===== src/rtl/core/oaht_pkg.sv =====
package oaht_pkg;

  localparam int HashMult = 32'h9E3779B1;

  typedef enum logic [1:0] {
    REQ_LOOKUP = 2'd0,
    REQ_INSERT = 2'd1,
    REQ_REMOVE = 2'd2,
    REQ_NONE   = 2'd3
  } req_t;

  typedef enum logic [1:0] {
    MARK_EMPTY    = 2'd0,
    MARK_OCCUPIED = 2'd1,
    MARK_DELETED  = 2'd2,
    MARK_SPARE    = 2'd3
  } mark_t;

  // controller -> datapath
  typedef struct packed {
    logic load;      // capture request word
    logic hash;      // register product
    logic div_start; // start remainder unit
    logic home;      // set probe index from remainder
    logic rd;        // issue memory read at probe index
    logic eval;      // evaluate read data, advance index
    logic commit;    // perform write and register result
  } dp_cmd_t;

  // datapath -> controller
  typedef struct packed {
    logic clearing;  // slot marks being cleared after reset
    logic div_done;
    logic stop;      // probe hit an empty slot or the key
    logic exhausted; // probe count reached capacity
  } dp_sts_t;

endpackage


===== src/rtl/core/oaht_ctrl.sv =====
module oaht_ctrl
  import oaht_pkg::*;
(
  input  logic    clk,
  input  logic    rst_n,
  input  logic    in_valid,
  output logic    in_stall,
  output logic    out_valid,
  input  logic    out_stall,
  input  logic    req_none,
  input  dp_sts_t sts,
  output dp_cmd_t cmd
);

  localparam logic [2:0] S_IDLE = 3'd0;
  localparam logic [2:0] S_HASH = 3'd1;
  localparam logic [2:0] S_DIVS = 3'd2;
  localparam logic [2:0] S_DIVW = 3'd3;
  localparam logic [2:0] S_RD   = 3'd4;
  localparam logic [2:0] S_EVAL = 3'd5;
  localparam logic [2:0] S_DONE = 3'd6;

  logic [2:0] state_r, state_nxt;
  logic       ov_r, ov_nxt;
  logic       acc;

  assign in_stall = sts.clearing || (state_r != S_IDLE) || (ov_r && out_stall);
  assign acc = in_valid && !in_stall;
  assign out_valid = ov_r;

  always_comb begin
    state_nxt = state_r;
    ov_nxt = ov_r && out_stall;
    cmd = '0;
    unique case (state_r)
      S_IDLE: if (acc) begin
        cmd.load = 1'b1;
        state_nxt = S_HASH;
      end
      S_HASH: begin
        cmd.hash = 1'b1;
        state_nxt = req_none ? S_DONE : S_DIVS;
      end
      S_DIVS: begin
        cmd.div_start = 1'b1;
        state_nxt = S_DIVW;
      end
      S_DIVW: if (sts.div_done) begin
        cmd.home = 1'b1;
        state_nxt = S_RD;
      end
      S_RD: begin
        if (sts.exhausted) state_nxt = S_DONE;
        else begin
          cmd.rd = 1'b1;
          state_nxt = S_EVAL;
        end
      end
      S_EVAL: begin
        cmd.eval = 1'b1;
        state_nxt = sts.stop ? S_DONE : S_RD;
      end
      S_DONE: if (!(ov_r && out_stall)) begin
        cmd.commit = 1'b1;
        ov_nxt = 1'b1;
        state_nxt = S_IDLE;
      end
      default: state_nxt = S_IDLE;
    endcase
  end

  always_ff @(posedge clk) begin
    if (!rst_n) begin
      state_r <= S_IDLE;
      ov_r <= 1'b0;
    end else begin
      state_r <= state_nxt;
      ov_r <= ov_nxt;
    end
  end

endmodule


===== config.mk =====
export PLATFORM = sky130hd
export DESIGN_NAME = oaht_ctrl
export DESIGN_NICKNAME = d
export VERILOG_FILES = /design/src/rtl/core/oaht_pkg.sv /design/src/rtl/core/oaht_ctrl.sv
export SDC_FILE = /design/constraint.sdc
export NUM_CORES = 1
export LEC_CHECK = 0
export BUFFER_PORTS_ARGS = -buffer_cell sky130_fd_sc_hd__buf_4
export CAP_MARGIN = 5
export CORE_AREA = 2 2 39 41
export CTS_BUF_LIST = sky130_fd_sc_hd__clkbuf_4
export DETAILED_ROUTE_END_ITERATION = 8
export DIE_AREA = 0 0 41 43
export SLEW_MARGIN = 20
export SYNTH_ARGS = -nofsm -noshare
export SYNTH_HDL_FRONTEND = slang
export SYNTH_SLANG_ARGS = --single-unit
export TNS_END_PERCENT = 10

===== constraint.sdc =====
create_clock -name clk -period 1.6 [get_ports clk]
set_clock_uncertainty 0.15 [all_clocks]
set_input_delay 0.08 -clock clk [delete_from_list [all_inputs] [get_ports clk]]
set_output_delay 0.08 -clock clk [all_outputs]
set_load 0.1 [all_outputs]

# Word-level counts from Yosys, hierarchy flattened
# Index checks and enable logic that the tools add are counted.
# Widths: inputs -> output; s select.
totals:
  output_inout_bits: 9
  ff_bits: 4
  word_cells: 38
classes:
  muxes: 19
  reduce_logical: 8
  eq_ne: 9
op_table:
  columns: ["operator", "n"]
  rows:
  - ["$pmux 3 s7", 1]
  - ["$mux 1", 12]
  - ["$mux 3", 4]
  - ["$eq 3x3->1 const B", 3]
  - ["$eq 3x2->1 const B", 2]
  - ["$ne 2x2->1 const B", 3]
  - ["$mux 2", 2]
  - ["$eq 3x1->1 const B", 1]
  - ["$logic_not 3->1", 1]
  - ["$reduce_and 3->1", 1]
  - ["$reduce_bool 3->1", 1]
  - ["$logic_and 1x1->1", 2]
  - ["$logic_or 1x1->1", 2]
  - ["$logic_not 1->1", 1]

# Logic depth before layout (Yosys ltp)
logic_depth:
  ltp_word: 7
  ltp_mapped: 4
  depth_no_buf: 3

# Least setup slack after synthesis
# OpenSTA, ideal clock, no wires.
synth_timing:
  path_type: "register to output"
  from: "register state_r[1]"
  to: "output port cmd[2] (netlist bit)"
  path_stages_with_launch: 3
  arrival_time_ps: 2842
  t_required_ps: 1370
  path_slack_ps: -1472
  cell_sequence: "dfxtp_1 or2_2 nor3b_1"
synth_lines:
  columns: ["element", "line", "source"]
  rows:
  - ["start: declaration", "oaht_ctrl.sv:23", "logic [2:0] state_r, state_nxt;"]
  - ["start signal: assignment", "oaht_ctrl.sv:77", "state_r <= state_nxt;"]
  - ["end: declaration", "oaht_ctrl.sv:12", "output dp_cmd_t cmd"]

==> results.ini <==
[global_routing]
grt_antenna_before_repair=0
gr-usage-all-layers_pct=12.14
grt_max_degree=15
grt_pass1_wl_um=1400
grt_overflow=0
grt_pass1_vias=353

[cts]
clk_latency_ns=0.23
cts_sinks=4
clk_path_buf_depth=2
cts-root-buf=clkbuf_4
cts_tree=yes
postCtsSetupBuffers=0
path_clk_slew_ns=0.04
numCtsBuffers=3
htreeDepth=1

[detailed_routing]
drt_pass1_iterations=2
viasPerCell=4.848
ant_nets=0
drc=0
first_iter_violations=11
finalWirelength_um=870
wire_per_inst_um=11.01
vias=383

[sta]
rsz0062_at_grt=no
maxSlewHeadroom_pct=81.35
fin_hold_ws_ns=0.03489
drv_slew=0
worst-slew-pin-transition_ns=0.2821
min_period_ns=1.533
period_share_pct=95.83
finalHoldViolCount=0
setup_viol=0
max_freq_mhz=652.2
worst_slack_ns=0.06667

[placed_design]
dpl.hpwl_um=659.8
io_buffers=17
routabilityCongestion=0.6422
pre_cts_slack_ns=0.1605

[min_path]
hold_path.startpoint=out_stall
min_path_type=in2reg

[setup_path]
arrival_ns=1.30
cp.required_ns=1.37
crit_type=reg2out
reg2reg_from=state_r[2]
critPathCaptureType=output pin
cp-start-kind=flip-flop
worstPathMaxFanout=12
crit_path_start=state_r[0]

[layout]
multi_input_area_um2=246.5
seq_area_um2=85.08
antenna-diode-count=0
drive_gt1_share_pct=53.97
fin_nets=74
fillerInstances=156
area_delta_synth_final_pct=75.71

[run]
cap_violations=0

[die]
fp.dieArea_um2=1763
io_pins=18
die_h_um=43
core_um2=1384
num_rows=14
die_x_um=41
initial_core_util_pct=22.33

[power_and_ir_drop]
internal_power_w=0.0003707
powerDensity_nw_per_um2=1466
clkPwrFrac_pct=15.2
power_frac_comb_pct=62.0
p_seq_share_pct=22.7
netSwitchingFraction_pct=53.45
ir_drop_mv=0.3733
p_leak_nw=0.2329
p_switching_w=0.0004255

[run_status]
run_status=finished clean

[synth]
netlist_instances=43
synthDistinctLibCells=22
synth_area_um2=309.0
avgSynthCellArea_um2=7.187
synth_fp_nets=52
yosysWarnings=0
ys_seq_area_share_pct=25.91
ys_ff_latch=4

[power groups by stage]
| stage | Combinational, W | Sequential, W | Clock [W] |
|---|---|---|---|
| after global routing | 0.000520 | 0.000188 | 0.000136 |
| after global placement | 0.000484 | 0.000178 | 0 |
| after floorplan | 0.000418 | 0.000142 | 0 |
| final | 0.000494 | 0.000181 | 0.000121 |
| after detailed placement | 0.000486 | 0.000177 | 0 |
| after CTS | 0.000494 | 0.000181 | 0.000131 |
[routing by layer]
layer / vias to the layer above / global-route usage [%] / part of all wire, % / wire [µm]
li1: 200 / - / - / -
met1: 171 / 13.14 / 41 / 357
met2: 12 / 18.44 / 50 / 435
met3: 0 / 4.712 / 8.9 / 77
met4: 0 / 8.000 / 0 / 0
met5: - / 0 / 0 / 0
[cells by family after synthesis]
| kind of cell | synth area share [%] |
|---|---|
| AND/OR/NAND/NOR | 35.63 |
| AO/OA/AOI/OAI | 32.39 |
| flip-flops | 25.91 |
| buffers and inverters | 6.070 |
[stage by stage]
stage | utilization (%) | area [µm²] | setup TNS [ns] | power, W | std cells
2_1_floorplan | - | 344.1 | -0.8461 | 0.0005605 | 43
3_3_place_gp | 35.53 | 491.7 | 0 | 0.0006620 | 75
3_5_place_dp | 35.53 | 491.7 | 0 | 0.0006631 | 75
4_1_cts | 39.06 | 540.5 | 0 | 0.0008058 | 79
5_1_grt | 39.24 | 543.0 | 0 | 0.0008432 | 79
6_report | 39.24 | 543.0 | 0 | 0.0007962 | 79
[flip-flops by register name, indices dropped and copies added (netlist names)]
signal and cells:
out_valid 1, state_r 3
[area by class of cell]
class	instances	share of cell area, %
tap	16	3.687
timing repair buffer	20	30.41
multi-input combinational	35	45.39
clock buffer	3	4.147
sequential	4	15.67
inverter	1	0.6912
[final timing paths]
path         slack (ns)         end  cells after the start
min reg2reg        0.42   out_valid                      2
max reg2reg        0.30  state_r[0]                      3
min                0.03   out_valid                      3
max                0.07      cmd[6]                      3
[what timing repair did]
action | 4_1_cts | 5_1_grt
hold buffers | 1 | 0
gates cloned | 0 | 0
gates resized for setup | 6 | 1
setup endpoints to repair | 6 | 1
hold endpoints to repair | 4 | 0
pin swaps | 0 | 1
[cell usage in the layout, fill, tap and decap left out, drive strengths merged, types with 2 or more instances in the layout]
| cell type | synthesis | routed |
|---|---|---|
| clkbuf | 0 | 3 |
| nor2 | 3 | 3 |
| nand3b | 2 | 2 |
| nand2b | 3 | 3 |
| nand2 | 4 | 4 |
| nor3b | 2 | 2 |
| a21boi | 2 | 2 |
| or2 | 2 | 2 |
| buf | 3 | 19 |
| a21oi | 7 | 7 |
| dfxtp | 4 | 4 |
[Yosys cell counts, drive strengths merged]
cell	instances	share of area, %
nor3	1	1.6
nand4	1	2.0
o221a	1	3.6
nor3b	2	4.9
nand2	4	4.9
o21ai	1	1.6
and3	1	2.0
buf	3	4.9
nand2b	3	6.1
nand3b	2	4.9
a21oi	7	11
o21a	1	2.4
dfxtp	4	26
a21boi	2	4.9
or2	2	4.1
o211a	1	3.2
nand3	1	1.6
nor2	3	3.6
a31oi	1	2.0
a221o	1	3.2
inv	1	1.2
[worst max-delay path: stages (launching register included)]
cell	delay, ns
dfxtp_2	0.38
nor3_1	0.23
and3_1	0.18
buf_4	0.28
No activity file was read; power rests on OpenSTA's default activity.
